--- src/rtl/rrf_pkg.sv ---
package rrf_pkg;

	localparam int SLOT_IN_W        = 3;
	localparam int SEQ_W            = 4;
	localparam int LEN_WIRELESS     = 78;
	localparam int LEN_FIRST_WIRED  = 32;
	localparam int LEN_SECOND_WIRED = 48;
	localparam int CRC_LEN          = 4;
	localparam int PAIR_W           = $clog2(LEN_WIRELESS / 2);
	localparam int QUEUE_DEPTH      = 2;

	localparam logic [PAIR_W-1:0] PAIRS_WIRELESS     = PAIR_W'(LEN_WIRELESS / 2);
	localparam logic [PAIR_W-1:0] PAIRS_FIRST_WIRED  = PAIR_W'(LEN_FIRST_WIRED / 2);
	localparam logic [PAIR_W-1:0] PAIRS_SECOND_WIRED = PAIR_W'(LEN_SECOND_WIRED / 2);
	localparam logic [PAIR_W-1:0] CRC_PAIR           = PAIR_W'((LEN_WIRELESS - CRC_LEN) / 2);

	localparam logic [7:0] HDR_G1_WIRED = 8'h05;
	localparam logic [7:0] HDR_G1_WL    = 8'h11;
	localparam logic [7:0] FLAG_G1_WL   = 8'hC0;
	localparam logic [7:0] CMD_G1       = 8'h01;
	localparam logic [7:0] HDR_G2_WIRED = 8'h02;
	localparam logic [7:0] HDR_G2_WL    = 8'h31;
	localparam logic [7:0] TAG_G2_WL    = 8'h10;
	localparam logic [7:0] CMD_G2       = 8'h03;
	localparam logic [SEQ_W-1:0] SEQ_MASK = 4'hF;

	localparam logic [7:0]  CRC_SEED_BYTE = 8'hA2;
	localparam logic [31:0] CRC_POLY      = 32'hEDB8_8320;

	typedef struct packed {
		logic             gen2;
		logic             wl;
		logic [SEQ_W-1:0] seq;
		logic [7:0]       large_motor;
		logic [7:0]       small_motor;
	} req_t;

	typedef enum logic {
		BK_IDLE,
		BK_RUN
	} back_state_t;

	// reflected crc-32, one byte lsb first
	function automatic logic [31:0] crc_byte(logic [31:0] c, logic [7:0] b);
		logic [31:0] r;
		r = c ^ {24'd0, b};
		for (int i = 0; i < 8; i++) begin
			if (r[0]) begin
				r = (r >> 1) ^ CRC_POLY;
			end else begin
				r = r >> 1;
			end
		end
		return r;
	endfunction

	localparam logic [31:0] CRC_INIT = crc_byte(32'hFFFF_FFFF, CRC_SEED_BYTE);

endpackage

--- src/rtl/rrf_front.sv ---
module rrf_front import rrf_pkg::*; #(
	parameter int SLOT_COUNT = 8
) (
	input  logic                 clk,
	input  logic                 arst_n,
	input  logic                 push,
	output logic                 full,
	input  logic [SLOT_IN_W-1:0] pad_slot,
	input  logic                 second_generation,
	input  logic                 wireless,
	input  logic [7:0]           large_motor,
	input  logic [7:0]           small_motor,
	output logic                 q_push,
	output req_t                 q_req,
	input  logic                 q_full
);

	localparam int SW = (SLOT_COUNT > 1) ? $clog2(SLOT_COUNT) : 1;
	localparam int MW = 9;

	function automatic logic [SW-1:0] slot_index(logic [SLOT_IN_W-1:0] s);
		logic [MW-1:0] v;
		v = MW'(s);
		for (int i = 0; i < 8; i++) begin
			if (v >= MW'(SLOT_COUNT)) begin
				v = v - MW'(SLOT_COUNT);
			end
		end
		return v[SW-1:0];
	endfunction

	logic [SEQ_W-1:0]      seq_mem [SLOT_COUNT];
	logic [SLOT_COUNT-1:0] seq_valid_q;
	logic [SEQ_W-1:0]      rd_seq_s1;
	logic                  rd_valid_s1;
	logic                  valid_s1;
	logic [SW-1:0]         slot_s1;
	logic                  gen2_s1;
	logic                  wl_s1;
	logic [7:0]            large_s1;
	logic [7:0]            small_s1;
	logic                  accept;
	logic [SW-1:0]         in_slot;
	logic [SEQ_W-1:0]      cur_seq;
	logic                  seq_write;

	// one request in flight so a slot read never races its own write-back
	assign full      = valid_s1 | q_full;
	assign accept    = push & ~full;
	assign in_slot   = slot_index(pad_slot);
	assign cur_seq   = rd_valid_s1 ? rd_seq_s1 : '0;
	assign q_push    = valid_s1 & ~q_full;
	assign seq_write = q_push & gen2_s1 & wl_s1;

	always_comb begin
		q_req.gen2        = gen2_s1;
		q_req.wl          = wl_s1;
		q_req.seq         = (gen2_s1 & wl_s1) ? cur_seq : '0;
		q_req.large_motor = large_s1;
		q_req.small_motor = small_s1;
	end

	always_ff @(posedge clk or negedge arst_n) begin
		if (!arst_n) begin
			valid_s1    <= 1'b0;
			seq_valid_q <= '0;
		end else begin
			if (accept) begin
				valid_s1 <= 1'b1;
			end else if (q_push) begin
				valid_s1 <= 1'b0;
			end
			if (seq_write) begin
				seq_valid_q[slot_s1] <= 1'b1;
			end
		end
	end

	always_ff @(posedge clk) begin
		if (accept) begin
			rd_seq_s1   <= seq_mem[in_slot];
			rd_valid_s1 <= seq_valid_q[in_slot];
			slot_s1     <= in_slot;
			gen2_s1     <= second_generation;
			wl_s1       <= wireless;
			large_s1    <= large_motor;
			small_s1    <= small_motor;
		end
	end

	always_ff @(posedge clk) begin
		if (seq_write) begin
			seq_mem[slot_s1] <= (cur_seq + SEQ_W'(1)) & SEQ_MASK;
		end
	end

	fe_hold_a: assert property (@(posedge clk) disable iff (!arst_n)
		(valid_s1 && q_full) |=> (valid_s1 && $stable(slot_s1)))
		else $error("front dropped a pending word");

	fe_block_a: assert property (@(posedge clk) disable iff (!arst_n)
		accept |=> (full && valid_s1))
		else $error("front accepted while a word was pending");

endmodule

--- src/rtl/rrf_fifo.sv ---
module rrf_fifo import rrf_pkg::*; (
	input  logic clk,
	input  logic arst_n,
	input  logic wr_en,
	input  req_t wr_data,
	output logic q_full,
	input  logic rd_en,
	output req_t rd_data,
	output logic q_empty
);

	localparam int AW = (QUEUE_DEPTH > 1) ? $clog2(QUEUE_DEPTH) : 1;
	localparam int CW = $clog2(QUEUE_DEPTH + 1);

	req_t          slot_q [QUEUE_DEPTH];
	logic [AW-1:0] wr_ptr_q;
	logic [AW-1:0] rd_ptr_q;
	logic [CW-1:0] count_q;
	logic          do_wr;
	logic          do_rd;

	assign q_full  = (count_q == CW'(QUEUE_DEPTH));
	assign q_empty = (count_q == '0);
	assign do_wr   = wr_en & ~q_full;
	assign do_rd   = rd_en & ~q_empty;
	assign rd_data = slot_q[rd_ptr_q];

	always_ff @(posedge clk or negedge arst_n) begin
		if (!arst_n) begin
			wr_ptr_q <= '0;
			rd_ptr_q <= '0;
			count_q  <= '0;
		end else begin
			if (do_wr) begin
				wr_ptr_q <= (wr_ptr_q == AW'(QUEUE_DEPTH - 1)) ? '0 : wr_ptr_q + AW'(1);
			end
			if (do_rd) begin
				rd_ptr_q <= (rd_ptr_q == AW'(QUEUE_DEPTH - 1)) ? '0 : rd_ptr_q + AW'(1);
			end
			if (do_wr && !do_rd) begin
				count_q <= count_q + CW'(1);
			end else if (do_rd && !do_wr) begin
				count_q <= count_q - CW'(1);
			end
		end
	end

	always_ff @(posedge clk) begin
		if (do_wr) begin
			slot_q[wr_ptr_q] <= wr_data;
		end
	end

endmodule

--- src/rtl/rrf_back.sv ---
module rrf_back import rrf_pkg::*; (
	input  logic        clk,
	input  logic        arst_n,
	input  req_t        q_req,
	input  logic        q_empty,
	output logic        q_pop,
	output logic [15:0] byte_pair,
	output logic        last_pair,
	output logic        empty,
	input  logic        pop
);

	function automatic logic [7:0] report_byte(req_t r, logic [6:0] idx);
		logic [7:0] b;
		b = '0;
		if (!r.gen2 && !r.wl) begin
			case (idx)
				7'd0:    b = HDR_G1_WIRED;
				7'd1:    b = CMD_G1;
				7'd4:    b = r.small_motor;
				7'd5:    b = r.large_motor;
				default: b = '0;
			endcase
		end else if (!r.gen2) begin
			case (idx)
				7'd0:    b = HDR_G1_WL;
				7'd1:    b = FLAG_G1_WL;
				7'd3:    b = CMD_G1;
				7'd6:    b = r.small_motor;
				7'd7:    b = r.large_motor;
				default: b = '0;
			endcase
		end else if (!r.wl) begin
			case (idx)
				7'd0:    b = HDR_G2_WIRED;
				7'd1:    b = CMD_G2;
				7'd3:    b = r.small_motor;
				7'd4:    b = r.large_motor;
				default: b = '0;
			endcase
		end else begin
			case (idx)
				7'd0:    b = HDR_G2_WL;
				7'd1:    b = {r.seq, 4'd0};
				7'd2:    b = TAG_G2_WL;
				7'd3:    b = CMD_G2;
				7'd5:    b = r.small_motor;
				7'd6:    b = r.large_motor;
				default: b = '0;
			endcase
		end
		return b;
	endfunction

	back_state_t       state_q;
	back_state_t       state_d;
	req_t              req_q;
	logic [PAIR_W-1:0] k_q;
	logic [31:0]       crc_q;
	logic [15:0]       out_data_q;
	logic              out_last_q;
	logic              out_v_q;
	logic              adv;
	logic              emit;
	logic [7:0]        lo_byte;
	logic [7:0]        hi_byte;
	logic [15:0]       pair_w;
	logic [PAIR_W-1:0] pairs_total;
	logic              last_w;
	logic              crc_feed;

	assign adv       = ~out_v_q | pop;
	assign empty     = ~out_v_q;
	assign byte_pair = out_data_q;
	assign last_pair = out_last_q;

	always_comb begin
		lo_byte     = report_byte(req_q, {k_q, 1'b0});
		hi_byte     = report_byte(req_q, {k_q, 1'b1});
		pairs_total = req_q.wl ? PAIRS_WIRELESS
		            : (req_q.gen2 ? PAIRS_SECOND_WIRED : PAIRS_FIRST_WIRED);
		last_w      = (k_q == pairs_total - PAIR_W'(1));
		// crc trailer is little endian after the covered bytes
		if (req_q.wl && k_q == CRC_PAIR) begin
			pair_w = ~crc_q[15:0];
		end else if (req_q.wl && k_q == CRC_PAIR + PAIR_W'(1)) begin
			pair_w = ~crc_q[31:16];
		end else begin
			pair_w = {hi_byte, lo_byte};
		end
	end

	always_comb begin
		state_d = state_q;
		case (state_q)
			BK_IDLE: begin
				if (!q_empty) begin
					state_d = BK_RUN;
				end
			end
			BK_RUN: begin
				if (adv && last_w) begin
					state_d = BK_IDLE;
				end
			end
			default: state_d = BK_IDLE;
		endcase
	end

	always_comb begin
		q_pop    = 1'b0;
		emit     = 1'b0;
		case (state_q)
			BK_IDLE: q_pop = ~q_empty;
			BK_RUN:  emit  = adv;
			default: begin
				q_pop = 1'b0;
				emit  = 1'b0;
			end
		endcase
		crc_feed = emit & req_q.wl & (k_q < CRC_PAIR);
	end

	always_ff @(posedge clk or negedge arst_n) begin
		if (!arst_n) begin
			state_q <= BK_IDLE;
			out_v_q <= 1'b0;
			k_q     <= '0;
		end else begin
			state_q <= state_d;
			if (emit) begin
				out_v_q <= 1'b1;
			end else if (pop) begin
				out_v_q <= 1'b0;
			end
			if (q_pop) begin
				k_q <= '0;
			end else if (emit) begin
				k_q <= k_q + PAIR_W'(1);
			end
		end
	end

	always_ff @(posedge clk) begin
		if (q_pop) begin
			req_q <= q_req;
			crc_q <= CRC_INIT;
		end else if (crc_feed) begin
			crc_q <= crc_byte(crc_byte(crc_q, lo_byte), hi_byte);
		end
		if (emit) begin
			out_data_q <= pair_w;
			out_last_q <= last_w;
		end
	end

	bk_bound_a: assert property (@(posedge clk) disable iff (!arst_n)
		(state_q == BK_RUN) |-> (k_q < PAIRS_WIRELESS))
		else $error("pair index ran past the longest report");

	bk_wired_a: assert property (@(posedge clk) disable iff (!arst_n)
		(state_q == BK_RUN && !req_q.wl) |-> (k_q < PAIRS_SECOND_WIRED))
		else $error("wired report ran past its length");

	bk_load_a: assert property (@(posedge clk) disable iff (!arst_n)
		q_pop |=> (state_q == BK_RUN && k_q == '0 && crc_q == CRC_INIT))
		else $error("report did not start from a clean crc and index");

	bk_last_a: assert property (@(posedge clk) disable iff (!arst_n)
		(emit && last_w) |=> (state_q == BK_IDLE && out_v_q && out_last_q))
		else $error("final word not marked or sequencer did not stop");

endmodule

--- src/rtl/rumble_report_framer_core.sv ---
// Rumble report framer: each request (slot, pad generation, transport, two motor levels) becomes
// one output report sent as 16, 24 or 39 words of two bytes, earlier byte low, last_pair set on
// the final word. The front stage registers a request and reads the slot's sequence counter,
// advancing it when a second-gen wireless request enters the queue; it takes no new request
// while one is held. A two-entry queue then lets it take more requests while reports are still
// going out. The back sequencer loads a request from the queue and then emits one word per
// cycle while pop is held; that pair sequencer sets the rate. The crc is folded in two bytes
// per cycle alongside the emitted words and is ready when the trailer is reached. Sequence
// counters live in a small memory with one valid bit per slot, so no clearing pass follows reset.
module rumble_report_framer_core import rrf_pkg::*; #(
	parameter int SLOT_COUNT = 8
) (
	input  logic                 clk,
	input  logic                 arst_n,
	input  logic                 push,
	output logic                 full,
	input  logic [SLOT_IN_W-1:0] pad_slot,
	input  logic                 second_generation,
	input  logic                 wireless,
	input  logic [7:0]           large_motor,
	input  logic [7:0]           small_motor,
	output logic                 empty,
	input  logic                 pop,
	output logic [15:0]          byte_pair,
	output logic                 last_pair
);

	logic q_push;
	logic q_full;
	logic q_pop;
	logic q_empty;
	req_t q_wr;
	req_t q_rd;

	rrf_front #(
		.SLOT_COUNT(SLOT_COUNT)
	) u_front (
		.clk              (clk),
		.arst_n           (arst_n),
		.push             (push),
		.full             (full),
		.pad_slot         (pad_slot),
		.second_generation(second_generation),
		.wireless         (wireless),
		.large_motor      (large_motor),
		.small_motor      (small_motor),
		.q_push           (q_push),
		.q_req            (q_wr),
		.q_full           (q_full)
	);

	rrf_fifo u_fifo (
		.clk    (clk),
		.arst_n (arst_n),
		.wr_en  (q_push),
		.wr_data(q_wr),
		.q_full (q_full),
		.rd_en  (q_pop),
		.rd_data(q_rd),
		.q_empty(q_empty)
	);

	rrf_back u_back (
		.clk      (clk),
		.arst_n   (arst_n),
		.q_req    (q_rd),
		.q_empty  (q_empty),
		.q_pop    (q_pop),
		.byte_pair(byte_pair),
		.last_pair(last_pair),
		.empty    (empty),
		.pop      (pop)
	);

endmodule

--- config.mk ---
export PLATFORM = sky130hd
export DESIGN_NAME = rumble_report_framer_core
export DESIGN_NICKNAME = d
export VERILOG_FILES = /design/src/rtl/rrf_pkg.sv /design/src/rtl/rrf_front.sv /design/src/rtl/rrf_fifo.sv /design/src/rtl/rrf_back.sv /design/src/rtl/rumble_report_framer_core.sv
export SDC_FILE = /design/constraint.sdc
export NUM_CORES = 1
export LEC_CHECK = 0
export ABC_AREA = 0
export BUFFER_PORTS_ARGS = -buffer_cell sky130_fd_sc_hd__clkbuf_2
export CORE_UTILIZATION = 30
export DETAILED_ROUTE_END_ITERATION = 12
export PLACE_DENSITY = 0.55
export SLEW_MARGIN = 10
export SYNTH_ARGS = -nofsm -noshare
export SYNTH_HDL_FRONTEND = slang
export SYNTH_SLANG_ARGS = --single-unit
--- constraint.sdc ---
create_clock -name clk -period 9.1 [get_ports clk]
set_input_delay 0.455 -clock clk [delete_from_list [all_inputs] [get_ports clk]]
set_output_delay 0.455 -clock clk [all_outputs]
set_load 0.005 [all_outputs]
Word-level counts from Yosys, hierarchy flattened
Memory sizes are Yosys's and may differ from the RTL's. A register that Yosys moved wholly into a read port is not among the register bits.
Cells that the tools add are included.
Word-level totals
  latch bits: 0
  bits of input ports: 25
  flip-flop bits (word level): 92
  memories kept: 2
  bits in writable memories: 76
  memory bits (read-only): 0
  word-level logic and storage cells: 180
Memory list
  u_fifo.slot_q: words 2, bits a word 22, rd ports 1, clocked after Yosys merged registers in 1, write ports 1, line rrf_fifo.sv:15  | req_t slot_q [QUEUE_DEPTH];
  u_front.seq_mem: words 8, bits a word 4, rd ports 1, clocked after Yosys merged registers in 1, write ports 1, line rrf_front.sv:32  | logic [SEQ_W-1:0] seq_mem [SLOT_COUNT];
Operators by class
  $lt $le $gt $ge: 4
  add/sub/neg operators: 7
  div/mod/pow operators: 0
  equal/unequal tests: 7
  bitwise logic cells: 37
  reduce and logical (&&, ||, !) cells: 17
  muxes and demuxes: 89
  shift operators: 0
  $mul: 0
Operator list (number)
  $mux 32: 46
  $not 13->14: 16
  $pmux 8 s2: 5
  $pmux 8 s3: 3
  $xor 32x8->32: 2
  $mux 8: 6
  $mux 16: 2
  $not 16->16: 2
  $mux 6: 3
  $mux 1: 16
  $eq 6x2->1 const B: 2
  $eq 6x6->1 const B: 2
  $mux 4: 3
  $and 1x1->1: 9
  $lt 3x4->1 const B: 2
  $or 8x8->8: 1
  $reduce_bool 2->1: 4
  $logic_and 1x1->1: 7
  $add 6x1->6 const B: 1
  $eq 6x1->1 const B: 1
  $eq 6x6->1: 1
  $logic_not 6->1: 1
  $lt 6x6->1 const B: 1
  $sub 6x1->6 const B: 1
  other kinds (14): 24

Logic depth before layout (Yosys ltp)
Gate-level depths: netlist (run 1).
  word-level depth: 69
  gate-level depth with buffers: 14
  gate-level depth less buffers: 12

Hierarchy
A second synthesis (run 1) with hierarchy kept.
Unflattened totals
  cells, all modules: 720
  area total of the unflattened synthesis: 9526.6 µm²
By module, submodules not included
  rrf_back: sequential area each 2011.9 µm², instances 1, area an instance 5171.2 µm², cells an instance 506
  rrf_front: sequential area each 1966.9 µm², instances 1, area an instance 2567.5 µm², cells an instance 127
  rrf_fifo: sequential area each 1421.4 µm², instances 1, area an instance 1788.0 µm², cells an instance 87

Worst setup path after synthesis (run 1)
No wires, ideal clock.
  path kind: register -> register
  from: reg u_back.k_q[0]
  to: reg u_back.crc_q[19]
  stages on the path, launching flop included: 14
  arrival time: 3.424 ns
  slack: 5.599 ns
  cells stage by stage: dfrtp_1 inv_1 ha_1 buf_2 mux2_2 o2111ai_1 nand3_1 xor2_2 xor2_2 xnor2_1 xnor3_1 xor2_1 and3_1 nor3_1
Between the ends
  cells in the longest elaborated chain, start to end: 62
  elaborated cells between the ends (all ways): 83
Ends and longest elaborated chain
  start, declared: line rrf_back.sv:58  | logic [PAIR_W-1:0] k_q;
  start signal, assigned: line rrf_back.sv:139  | k_q <= k_q + PAIR_W'(1);
  $eq 6x2->1 (tied with other cells): line rrf_back.sv:25, rrf_back.sv:42
  $pmux 8 s3 / $pmux 8 s2 (equally long branches): line rrf_back.sv:42, rrf_back.sv:34
  $mux 8: line rrf_back.sv:33  | end else if (!r.wl) begin
  $mux 8: line rrf_back.sv:24  | end else if (!r.gen2) begin
  $mux 8: line rrf_back.sv:16  | if (!r.gen2 && !r.wl) begin
  $xor 32x8->32: line rrf_pkg.sv:46  | r = c ^ {24'd0, b};
  $mux 32: line rrf_pkg.sv:48  | if (r[0]) begin
  $mux 32: line rrf_back.sv:148  | end else if (crc_feed) begin
  [46 not listed]
  $mux 32: line rrf_back.sv:148
  $mux 32: line rrf_back.sv:145  | if (q_pop) begin
  $not 13->14 (no source line)
  $mux 32: line rrf_pkg.sv:48
  $mux 32: line rrf_back.sv:148
  $mux 32: line rrf_back.sv:145
  $not 13->14 (no source line)
  $mux 32: line rrf_pkg.sv:48
  end signal, assigned: line rrf_back.sv:149  | crc_q <= crc_byte(crc_byte(crc_q, lo_byte), hi_byte);
  end, declared: line rrf_back.sv:59  | logic [31:0] crc_q;
Parallel ways exist; a longest one is shown, timed or not. The select of a mux whose other input is x is not followed.
A chain may end at the register's enable or synchronous reset.

Final worst setup path (run 1)
Same ends and word-level chain as after synthesis.

==> results of run 1 <==
## metrics by stage
stage	utilization, %	setup WS [ps]	area (µm²)	cells
detailed placement	32.4	4900	10300	1146
floorplan	-	5600	9660	733
global placement	32.4	5000	10300	1146
global route	34.3	4590	10800	1179
CTS	34.3	4910	10800	1179
finish	34.3	4920	10800	1179
## placed cells by master, fill, tap and decap left out, types with 14 or more instances in the layout
cell	n
edfxtp_1	141
xnor2_1	79
clkbuf_2	43
nand2_1	38
o21ai_0	36
nor2_1	35
xor2_1	34
mux2_2	32
dfxtp_1	32
a21oi_1	31
nand3_1	24
dfrtp_1	21
clkbuf_16	17
nor3_1	14
## cell families (layout without fill, tap and decap cells)
family / after synthesis / after routing / synth area share, %
xor gates and xnor gates: 143 / 143 / 16.9
and+or+nand+nor: 175 / 175 / 9.39
buffers and inverters: 49 / 93 / 2.24
muxes: 47 / 47 / 6.71
DFF: 194 / 194 / 55.9
adders and majority gates: 7 / 7 / 0.907
AOI/OAI and AO/OA: 118 / 118 / 7.87
## how the worst min path moves through the flow
stage / end / cells after the start / slack, ps / from
2_1_floorplan: u_back.k_q[0]$_DFFE_PN0P_ / 0 / 160 / arst_n
3_3_place_gp: u_fifo.slot_q[0][9]$_DFFE_PP_ / 0 / 430 / u_front.large_s1[1]$_DFFE_PP_
3_5_place_dp: u_fifo.slot_q[1][9]$_DFFE_PP_ / 0 / 430 / u_front.large_s1[1]$_DFFE_PP_
4_1_cts: u_front.small_s1[4]$_DFFE_PP_ / 1 / 160 / small_motor[4]
5_1_grt: u_front.small_s1[0]$_DFFE_PP_ / 1 / 160 / small_motor[0]
6_report: u_front.small_s1[4]$_DFFE_PP_ / 1 / 180 / small_motor[4]
## metal layers
metal,GRT usage [%],wire [µm]
met5,0,0
met4,4.03,331
met3,2.75,696
met2,22.6,10300
met1,17.3,9720
## cells in the mapped netlist (all sizes together) (2+ instances only)
cell    count  area [µm²]
nand3      24         120
and3        7        43.8
buf        18         100
ha          7        87.6
mux2i       5        62.6
a311oi      3        26.3
nand4      10        62.6
xnor3       7         158
a21oi      31         155
clkbuf     20        75.1
nor3       18         123
mux2       32         360
nand2      38         143
nand2b      7        43.8
or2        10        62.6
nand3b      2        15.0
xnor2      93         987
a21o        2        15.0
o211ai     11        87.6
nor2b       2        12.5
o21ai      39         206
a32o        2        20.0
mux4       10         225
a31oi       8        50.1
xor2       40         418
xor3        3        73.8
dfxtp      32         641
dfrtp      21         526
edfxtp    141        4230
nor4        3        18.8
or3         5        31.3
inv        10        37.5
nor2       36         135
o31ai       2        15.0
a31o        2        17.5
a211oi      8        60.1
and2        8        50.1
## state kept, by name, indices dropped and copies added (netlist names), 4 cells and up
register	cells
u_back.req_q	22
u_back.k_q	6
u_front.large_s1	8
u_back.crc_q	32
u_front.seq_mem	32
u_front.rd_seq_s1	4
u_front.seq_valid_q	8
u_fifo.slot_q	44
u_back.byte_pair	16
u_front.small_s1	8
## final cells by class
type	instances	area share, %
clock buffer	17	3.92
timing repair buffer	50	2.49
inverter	11	0.381
sequential	194	49.8
clock inverter	15	1.44
multi-input combinational	490	37.3
tap	402	4.64
==> run_results.csv, run 1 <==
group,metric,value,unit
status,run_status,"completed",
run,maxCapViolCount,0,
die,ioPinCount,44,
die,design.core.area,31600,µm²
setup_path,worst-path-stages,12,
clock_tree,postCtsSetupRepairBufs,0,
setup_path,rr_endpoint,"u_back.crc_q[19]$_SDFFE_PP0P_",
setup_path,worstPathCellList,"inv_1, ha_1, mux2_2, o2111ai_1, nand3_1, xor2_2, xor2_2, xnor2_1, xnor3_1, xor2_1, and3_1, nor3_1",
setup_path,timing.critical_path.to_type,"flip-flop",
setup_path,critical_path_required,9460,ps
setup_path,cpPeakStageDelay,580,ps
setup_path,critPathBufInv,1,
layout,multi_input_area,4050,µm²
grt,grt_first_pass_wirelength,33.1,mm
setup_path,critical-path-slowest-cell,"ha_1",
timing,layout_worst_path_cycle_share,45.9,%
timing,post-route-min-period,4180,ps
clock_tree,cts_resized,0,
clock_tree,insertion_delay,440,ps
clock_tree,clock-root-buffer,"clkbuf_16",
setup_path,crit_start,"u_back.k_q[0]$_DFFE_PN0P_",
setup_path,worst_case_register_to_register_setup_slack,4920,ps
layout,n_antenna_cell,0,
timing,setup_repair_after_global_routing_missed_its_margin,"false",
yosys,synth_edf_count,141,
setup_path,path_class,"reg -> reg",
timing,timing_worst_slew_pin_value,1160,ps
layout,final_net_count,796,
detailed_routing,antenna_left,0,
detailed_routing,drt_first_iter_violations,458,
timing,timing.slew.headroom,22.7,%
yosys,synth_top_flop_cell,"edfxtp_1",
layout,post_route_cells_drive_above_1_share,21.2,%
detailed_routing,drc_errors,0,
timing,max_slew_violation_total_from_the_final_report,0,
grt,first_global_vias,5757,
layout,fillers,3056,
setup_path,worstRegToRegCells,12,
yosys,synth_sequential_area_ratio,55.9,%
place,port_buffers,43,
clock_tree,tritoncts_num_sinks,194,
min_path,worst_hold_path_type,"in -> reg",
yosys,synth_cell_types,68,
setup_path,timing.critical_path.mode_cell,"xor2_2",
clock_tree,cts_inserted_buffers,17,
clock_tree,worst_setup_hold_path_clk_slew,80,ps
die,placementRows,65,
detailed_routing,firstDrtPassIters,5,
place,gpl.final_weighted_congestion,0.834,
layout,syn_to_final_growth,12.3,%
yosys,synth_async_sr_flop_share,10.8,%
die,die_area,32900,µm²
detailed_routing,routed_length_per_placed_instance,17.8,µm
yosys,ys.warnings.count,0,
detailed_routing,via_count,5607,
grt,globalRoute.totalOverflow,0,
timing,hold_violations,0,
clock_tree,ctsHtreeMaxLevel,4,
setup_path,cp_max_fo,17,
yosys,number_of_flip_flops_and_latches_in_the_synthesized_netlist,194,
setup_path,crit_family,"XOR/XNOR gates",
die,die-height,181,µm
setup_path,crit-reg2reg-launch,"u_back.k_q[0]$_DFFE_PN0P_",
timing,finalSetupTns,0,ps
setup_path,timing.critical_path.arrival,4540,ps
timing,max_clock_freq,239,MHz
grt,pin_count_of_the_biggest_net_entering_global_routing,37,
timing,whs,181,ps
clock_tree,hold_buffers,1,
place,dpl_hpwl,14.7,mm
clock_tree,cts_tree,"yes",
detailed_routing,drt_wl_total,21.0,mm
die,die_width,181,µm
yosys,synth.cell_area,9660,µm²
grt,grt_antenna_before_repair,0,
clock_tree,clock_path_buffers,2,
die,start_util,30.5,%
detailed_routing,vias_per_cell,4.76,
grt,grt.total_usage,13.4,%
setup_path,startpoint_type,"flip-flop",
yosys,syn_nets,765,
timing,worst_clock_skew,16.1,ps
yosys,syn_area_per_cell,13.2,µm²
yosys,synthesis.instances,733,
setup_path,worstSetupEndpoint,"u_back.crc_q[19]$_SDFFE_PP0P_",
timing,setup_violators_final,0,
layout,seq_cell_area,5400,µm²
Power of run 1 is left out: the tool's default activity adds up to more than one toggle a clock period on the data nets, which glitch-free logic cannot reach.
==> run 2, diff against run 1 <==
--- a/config.mk
+++ b/config.mk
@@ -5,11 +5,11 @@
 export SDC_FILE = /design/constraint.sdc
 export NUM_CORES = 1
 export LEC_CHECK = 0
-export ABC_AREA = 0
+export ABC_AREA = 1
 export BUFFER_PORTS_ARGS = -buffer_cell sky130_fd_sc_hd__clkbuf_2
 export CORE_UTILIZATION = 30
 export DETAILED_ROUTE_END_ITERATION = 12
-export PLACE_DENSITY = 0.55
+export PLACE_DENSITY = 0.56
 export SLEW_MARGIN = 10
 export SYNTH_ARGS = -nofsm -noshare
 export SYNTH_HDL_FRONTEND = slang
==> constraint.sdc (replaced) <==
create_clock -name clk -period 3.55 [get_ports clk]
set_input_delay 0.1775 -clock clk [delete_from_list [all_inputs] [get_ports clk]]
set_output_delay 0.1775 -clock clk [all_outputs]
set_load 0.005 [all_outputs]
==> run_results.csv, run 2 <==
group,metric,value,unit
timing,post-route-min-period,3240,ps
grt,grt_antenna_before_repair,1,
setup_path,worst_case_register_to_register_setup_slack,310,ps
place,gpl.final_weighted_congestion,0.954,
setup_path,startpoint_type,"flip-flop",
detailed_routing,drc_errors,12,
setup_path,timing.critical_path.arrival,3580,ps
yosys,ys.warnings.count,0,
setup_path,rr_endpoint,"u_back.crc_q[15]$_SDFFE_PP1P_",
die,die_width,193,µm
grt,pin_count_of_the_biggest_net_entering_global_routing,51,
setup_path,critical_path_required,3890,ps
setup_path,timing.critical_path.mode_cell,"nand2_1",
setup_path,critical-path-slowest-cell,"dfrtp_1",
die,design.core.area,35700,µm²
die,placementRows,69,
timing,finalSetupTns,0,ps
status,run_status,"complete, but fails checks",
detailed_routing,vias_per_cell,4.73,
layout,post_route_cells_drive_above_1_share,16.6,%
setup_path,cp_max_fo,11,
die,die_area,37100,µm²
yosys,synth_sequential_area_ratio,49.6,%
yosys,synth_area_leader_cell,"edfxtp_1",
yosys,number_of_flip_flops_and_latches_in_the_synthesized_netlist,194,
detailed_routing,antenna_left,0,
layout,final_net_count,1359,
setup_path,worstRegToRegCells,17,
setup_path,cpPeakStageDelay,480,ps
layout,final_cell_mix,"nand2_1, edfxtp_1, inv_1, nand3_1, nor2_1",
yosys,synth_edf_count,141,
die,ioPinCount,44,
min_path,timing.hold.worst.start,"pop",
grt,grt_first_pass_wirelength,45.1,mm
die,die-height,193,µm
setup_path,worst-path-stages,17,
clock_tree,postCtsSetupRepairBufs,0,
detailed_routing,drt_first_iter_violations,592,
clock_tree,cts_inserted_buffers,17,
clock_tree,cts_tree,"yes",
yosys,syn_area_per_cell,8.59,µm²
yosys,synth_top_flop_cell,"edfxtp_1",
yosys,synthesis.instances,1268,
layout,largest_reg_flops,44,
run,maxCapViolCount,0,
grt,first_global_vias,7964,
layout,most_common_cell_after_layout_fill_and_taps_aside,"nand2_1",
detailed_routing,via_count,8520,
clock_tree,tritoncts_num_sinks,194,
clock_tree,clock-root-buffer,"clkbuf_16",
timing,hold_violations,0,
layout,top_register,"u_fifo.slot_q",
min_path,worst_hold_path_type,"in -> reg",
setup_path,crit-reg2reg-launch,"u_back.k_q[4]$_DFFE_PN0P_",
min_path,worst_hold_path.num_cells,3,
layout,syn_to_final_growth,14.0,%
grt,globalRoute.totalOverflow,0,
timing,layout_worst_path_cycle_share,91.3,%
detailed_routing,routed_length_per_placed_instance,16.1,µm
clock_tree,insertion_delay,440,ps
layout,fillers,3694,
clock_tree,worst_setup_hold_path_clk_slew,80,ps
grt,grt.total_usage,16.3,%
setup_path,crit_start,"u_back.k_q[4]$_DFFE_PN0P_",
clock_tree,ctsHtreeMaxLevel,4,
timing,max_clock_freq,309,MHz
setup_path,timing.critical_path.to_type,"flip-flop",
timing,worst_clock_skew,13.0,ps
detailed_routing,drt_wl_total,29.0,mm
yosys,synth.cell_area,10900,µm²
place,port_buffers,43,
timing,timing_worst_slew_pin_value,1050,ps
timing,max_slew_violation_total_from_the_final_report,0,
status,failed_checks,"design-rule violations",
timing,setup_repair_after_global_routing_missed_its_margin,"false",
timing,setup_violators_final,0,
timing,timing.slew.headroom,30.1,%
clock_tree,clock_path_buffers,2,
yosys,synth_largest_type_area_fraction,38.9,%
setup_path,crit_family,"simple AND/OR/NAND/NOR gates",
setup_path,worstSetupEndpoint,"u_back.crc_q[15]$_SDFFE_PP1P_",
yosys,syn_nets,1300,
setup_path,critPathBufInv,1,
yosys,synth_most_common_cell,"nand2_1",
layout,largestRegisters,"u_fifo.slot_q: 44 flops, u_back.crc_q: 32 flops, u_front.seq_mem: 32 flops",
place,dpl_hpwl,21.8,mm
die,start_util,30.6,%
yosys,synth_cell_types,48,
setup_path,worstPathCellList,"nor2_4, nand3_2, mux2i_2, nand3_1, nand2_1, nand2_1, nand2_1, inv_1, nand2_1, nand3_2, nand2_4, nand2_2, nand2_2, xor2_1, nand3_1, nand3_1, nand2_1",
yosys,synth_async_sr_flop_share,10.8,%
detailed_routing,firstDrtPassIters,9,
setup_path,path_class,"reg -> reg",
yosys,synth_top_cells_by_count,"nand2_1, edfxtp_1, inv_1, nand3_1, nor2_1",
yosys,synthTopCellsByArea,"edfxtp_1, nand2_1, dfxtp_1",
==> run 2: cell count changes in the layout (fill, tap and decap cells not counted), moves of 21 or more <==
cell     before  now
nor2_1       35   85
nand2_1      38  381
nand3_1      24   95
inv_1        10  101
nand2_4       0   21
nand2_2       0   45
o21ai_0      36   70
xnor2_1      79   17
mux2_2       32    0
==> run 2: area by class of cell <==
class / count / area [µm²] / share of cell area [%]
repair buffers: 73 / 490 / 3.95
clock buffers: 19 / 433 / 3.49
clock inverters: 13 / 143 / 1.15
well taps: 461 / 577 / 4.65
inverters: 123 / 464 / 3.74
multi-input cells: 918 / 4910 / 39.5
diodes: 1 / 2.50 / 0.0202
flip-flops and latches: 194 / 5400 / 43.5
==> run 2: what timing repair did <==
item                                    CTS  global route
hold endpoints to repair                 40             0
endpoints found under the setup margin    0             7
hold buffers                             20             0
resized for setup                         0             4
==> run 2: tightest hold or removal path, stage by stage <==
cell      delay (ps)
clkbuf_2          70
or2_2            130
nand2_1           50
==> run 2: how the worst min path moves through the flow <==
stage	end	slack [ps]
2_1_floorplan	u_back.k_q[0]$_DFFE_PN0P_	-120
3_3_place_gp	u_front.seq_valid_q[4]$_DFFE_PN0P_	200
3_5_place_dp	u_back.state_q$_DFF_PN0_	200
4_1_cts	u_back.out_v_q$_DFFE_PN0P_	20
5_1_grt	u_back.out_v_q$_DFFE_PN0P_	20
6_report	u_back.out_v_q$_DFFE_PN0P_	20
==> run 2: stage by stage <==
| stage | std cells | utilization, % | worst slack, ps | cell area, µm² | hold slack [ps] |
|---|---|---|---|---|---|
| after detailed placement | 1749 | 32.6 | 333 | 11600 | 199 |
| after global routing | 1801 | 34.8 | 3.85 | 12400 | 19.4 |
| after global placement | 1749 | 32.6 | 372 | 11600 | 197 |
| final | 1802 | 34.8 | 309 | 12400 | 22.1 |
| after CTS | 1801 | 34.8 | 316 | 12400 | 15.6 |
| after floorplan | 1268 | - | 912 | 10900 | -118 |
==> run 2: per-layer routing <==
layer	track usage [%]	up-vias	wire length, µm
met5	0	-	0
met4	6.54	0	911
met3	2.80	46	1250
met2	26.6	203	13600
met1	21.5	4001	13300
li1	-	4270	-
==> run 2: cells by family after synthesis <==
kind of cell    Yosys count  share of synthesized area [%]
compound gates          153                           7.56
mux                       1                         0.0919
xor+xnor                 68                           5.60
flops                   194                           49.6
fa+ha+maj                 7                          0.804
buf+inv                 156                           5.81
simple gates            689                           30.6
Power of run 2 is left out for the same reason.
==> run 3, diff against run 2 <==
--- a/config.mk
+++ b/config.mk
@@ -7,9 +7,9 @@
 export LEC_CHECK = 0
 export ABC_AREA = 1
 export BUFFER_PORTS_ARGS = -buffer_cell sky130_fd_sc_hd__clkbuf_2
-export CORE_UTILIZATION = 30
+export CORE_UTILIZATION = 65
 export DETAILED_ROUTE_END_ITERATION = 12
-export PLACE_DENSITY = 0.56
+export PLACE_DENSITY = 0.93
 export SLEW_MARGIN = 10
 export SYNTH_ARGS = -nofsm -noshare
 export SYNTH_HDL_FRONTEND = slang
==> constraint.sdc (replaced) <==
create_clock -name clk -period 4.1 [get_ports clk]
set_input_delay 0.82 -clock clk [delete_from_list [all_inputs] [get_ports clk]]
set_output_delay 0.82 -clock clk [all_outputs]
set_load 0.005 [all_outputs]
==> run_results.csv, run 3 (synthesized netlist as in run 2, its figures left out) <==
group,metric,value,unit
setup_path,path_class,"reg -> reg",
layout,post_route_cells_drive_above_1_share,16.3,%
timing,timing.slew.headroom,17.1,%
die,start_util,67.6,%
layout,final_cell_area,11900,µm²
clock_tree,cts_tree,"yes",
detailed_routing,drt_wl_total,28.1,mm
grt,grt_first_pass_wirelength,44.0,mm
timing,timing_worst_slew_pin_value,1240,ps
clock_tree,cts_resized,0,
die,die_width,131,µm
setup_path,worst_case_register_to_register_setup_slack,310,ps
status,run_status,"completed",
detailed_routing,vias_per_cell,5.92,
layout,final_cell_mix,"nand2_1, edfxtp_1, inv_1, nand3_1, nor2_1",
timing,layout_worst_path_cycle_share,92.4,%
timing,worst_clock_skew,9.05,ps
setup_path,timing.critical_path.arrival,4180,ps
clock_tree,postCtsSetupRepairBufs,0,
layout,top_register,"u_fifo.slot_q",
layout,syn_to_final_growth,8.95,%
place,post_placement_cell_area,11300,µm²
detailed_routing,firstDrtPassIters,9,
setup_path,timing.critical_path.to_type,"flip-flop",
die,placementRows,46,
layout,final_net_count,1332,
place,dpl_hpwl,20.3,mm
layout,most_common_cell_after_layout_fill_and_taps_aside,"nand2_1",
setup_path,rr_endpoint,"u_back.crc_q[22]$_SDFFE_PP0P_",
run,maxCapViolCount,0,
setup_path,crit-reg2reg-launch,"u_back.req_q[21]$_DFFE_PP_",
grt,first_global_vias,8436,
grt,grt_antenna_before_repair,0,
die,die-height,131,µm
detailed_routing,antenna_left,0,
clock_tree,clock-root-buffer,"clkbuf_16",
grt,pin_count_of_the_biggest_net_entering_global_routing,51,
timing,setup_repair_after_global_routing_missed_its_margin,"false",
layout,largestRegisters,"u_fifo.slot_q: 44 flops, u_back.crc_q: 32 flops, u_front.seq_mem: 32 flops",
setup_path,worstRegToRegCells,19,
setup_path,critical_path_required,4490,ps
setup_path,cp_max_fo,18,
timing,max_clock_freq,264,MHz
clock_tree,insertion_delay,450,ps
clock_tree,ctsHtreeMaxLevel,4,
detailed_routing,drc_errors,0,
layout,largest_reg_flops,44,
layout,n_antenna_cell,0,
min_path,worst_hold_path_type,"in -> async",
timing,post-route-min-period,3790,ps
clock_tree,clock_path_buffers,2,
place,gpl.final_weighted_congestion,0.981,
clock_tree,cts_inserted_buffers,17,
timing,setup_violators_final,0,
timing,hold_violations,0,
detailed_routing,via_count,9046,
timing,max_slew_violation_total_from_the_final_report,0,
setup_path,startpoint_type,"flip-flop",
layout,fillers,1122,
clock_tree,worst_setup_hold_path_clk_slew,80,ps
die,design.core.area,16100,µm²
detailed_routing,drt_first_iter_violations,1056,
detailed_routing,routed_length_per_placed_instance,18.4,µm
die,ioPinCount,44,
die,die_area,17300,µm²
grt,globalRoute.totalOverflow,0,
clock_tree,tritoncts_num_sinks,194,
timing,finalSetupTns,0,ps
clock_tree,hold_buffers,0,
place,port_buffers,43,
grt,grt.total_usage,33.4,%
run 3: worst max-delay path by stage:
stage / endpoint / from / cells past startpoint
2_1_floorplan: u_back.crc_q[18]$_SDFFE_PP1P_ / u_back.k_q[0]$_DFFE_PN0P_ / 24
3_3_place_gp: u_back.crc_q[22]$_SDFFE_PP0P_ / u_back.req_q[21]$_DFFE_PP_ / 19
3_5_place_dp: u_back.crc_q[22]$_SDFFE_PP0P_ / u_back.req_q[21]$_DFFE_PP_ / 19
4_1_cts: u_back.crc_q[22]$_SDFFE_PP0P_ / u_back.req_q[21]$_DFFE_PP_ / 19
5_1_grt: u_back.crc_q[22]$_SDFFE_PP0P_ / u_back.req_q[20]$_DFFE_PP_ / 19
6_report: u_back.crc_q[22]$_SDFFE_PP0P_ / u_back.req_q[21]$_DFFE_PP_ / 19
run 3: per-layer routing:
metal  track usage, %  vias up  wire length, µm
met5                0        -                0
met4             18.7        0             1590
met3             7.10      111             2770
met2             52.8      530            13000
met1             42.8     4186            10700
li1                 -     4219                -
run 3: critical path, stage by stage (launching register included):
cell and delay [ps]:
edfxtp_1 740, inv_2 330, nand2_1 350, inv_2 90, a31oi_1 240, nand2_2 130, nand2_1 120, nand2_1 60
nand2_1 200, nand2_2 120, nand2_4 140, nand2_2 80, nand2_2 110, nand2_2 70, nand2_4 160, xor2_1 410
nand3_1 130, nand3_1 120, nand2_1 80, inv_1 60
run 3: cell type report:
class	instances	area, µm²	share of cell area [%]
flip-flops and latches	194	5400	45.5
multi-input cells	918	4890	41.2
inverters	123	464	3.91
clock buffers	17	425	3.58
well taps	216	270	2.28
repair buffers	46	245	2.07
clock inverters	15	178	1.50
run 3: stage by stage:
step | util, % | hold WS [ps] | setup slack, ps | instances
after floorplan | - | 421 | 1460 | 1268
after CTS | 73.6 | 367 | 509 | 1528
after global placement | 69.8 | 422 | 564 | 1496
final | 73.7 | 348 | 310 | 1529
after global routing | 73.7 | 390 | 241 | 1529
after detailed placement | 69.8 | 430 | 542 | 1496
Power of run 3 is left out for the same reason.
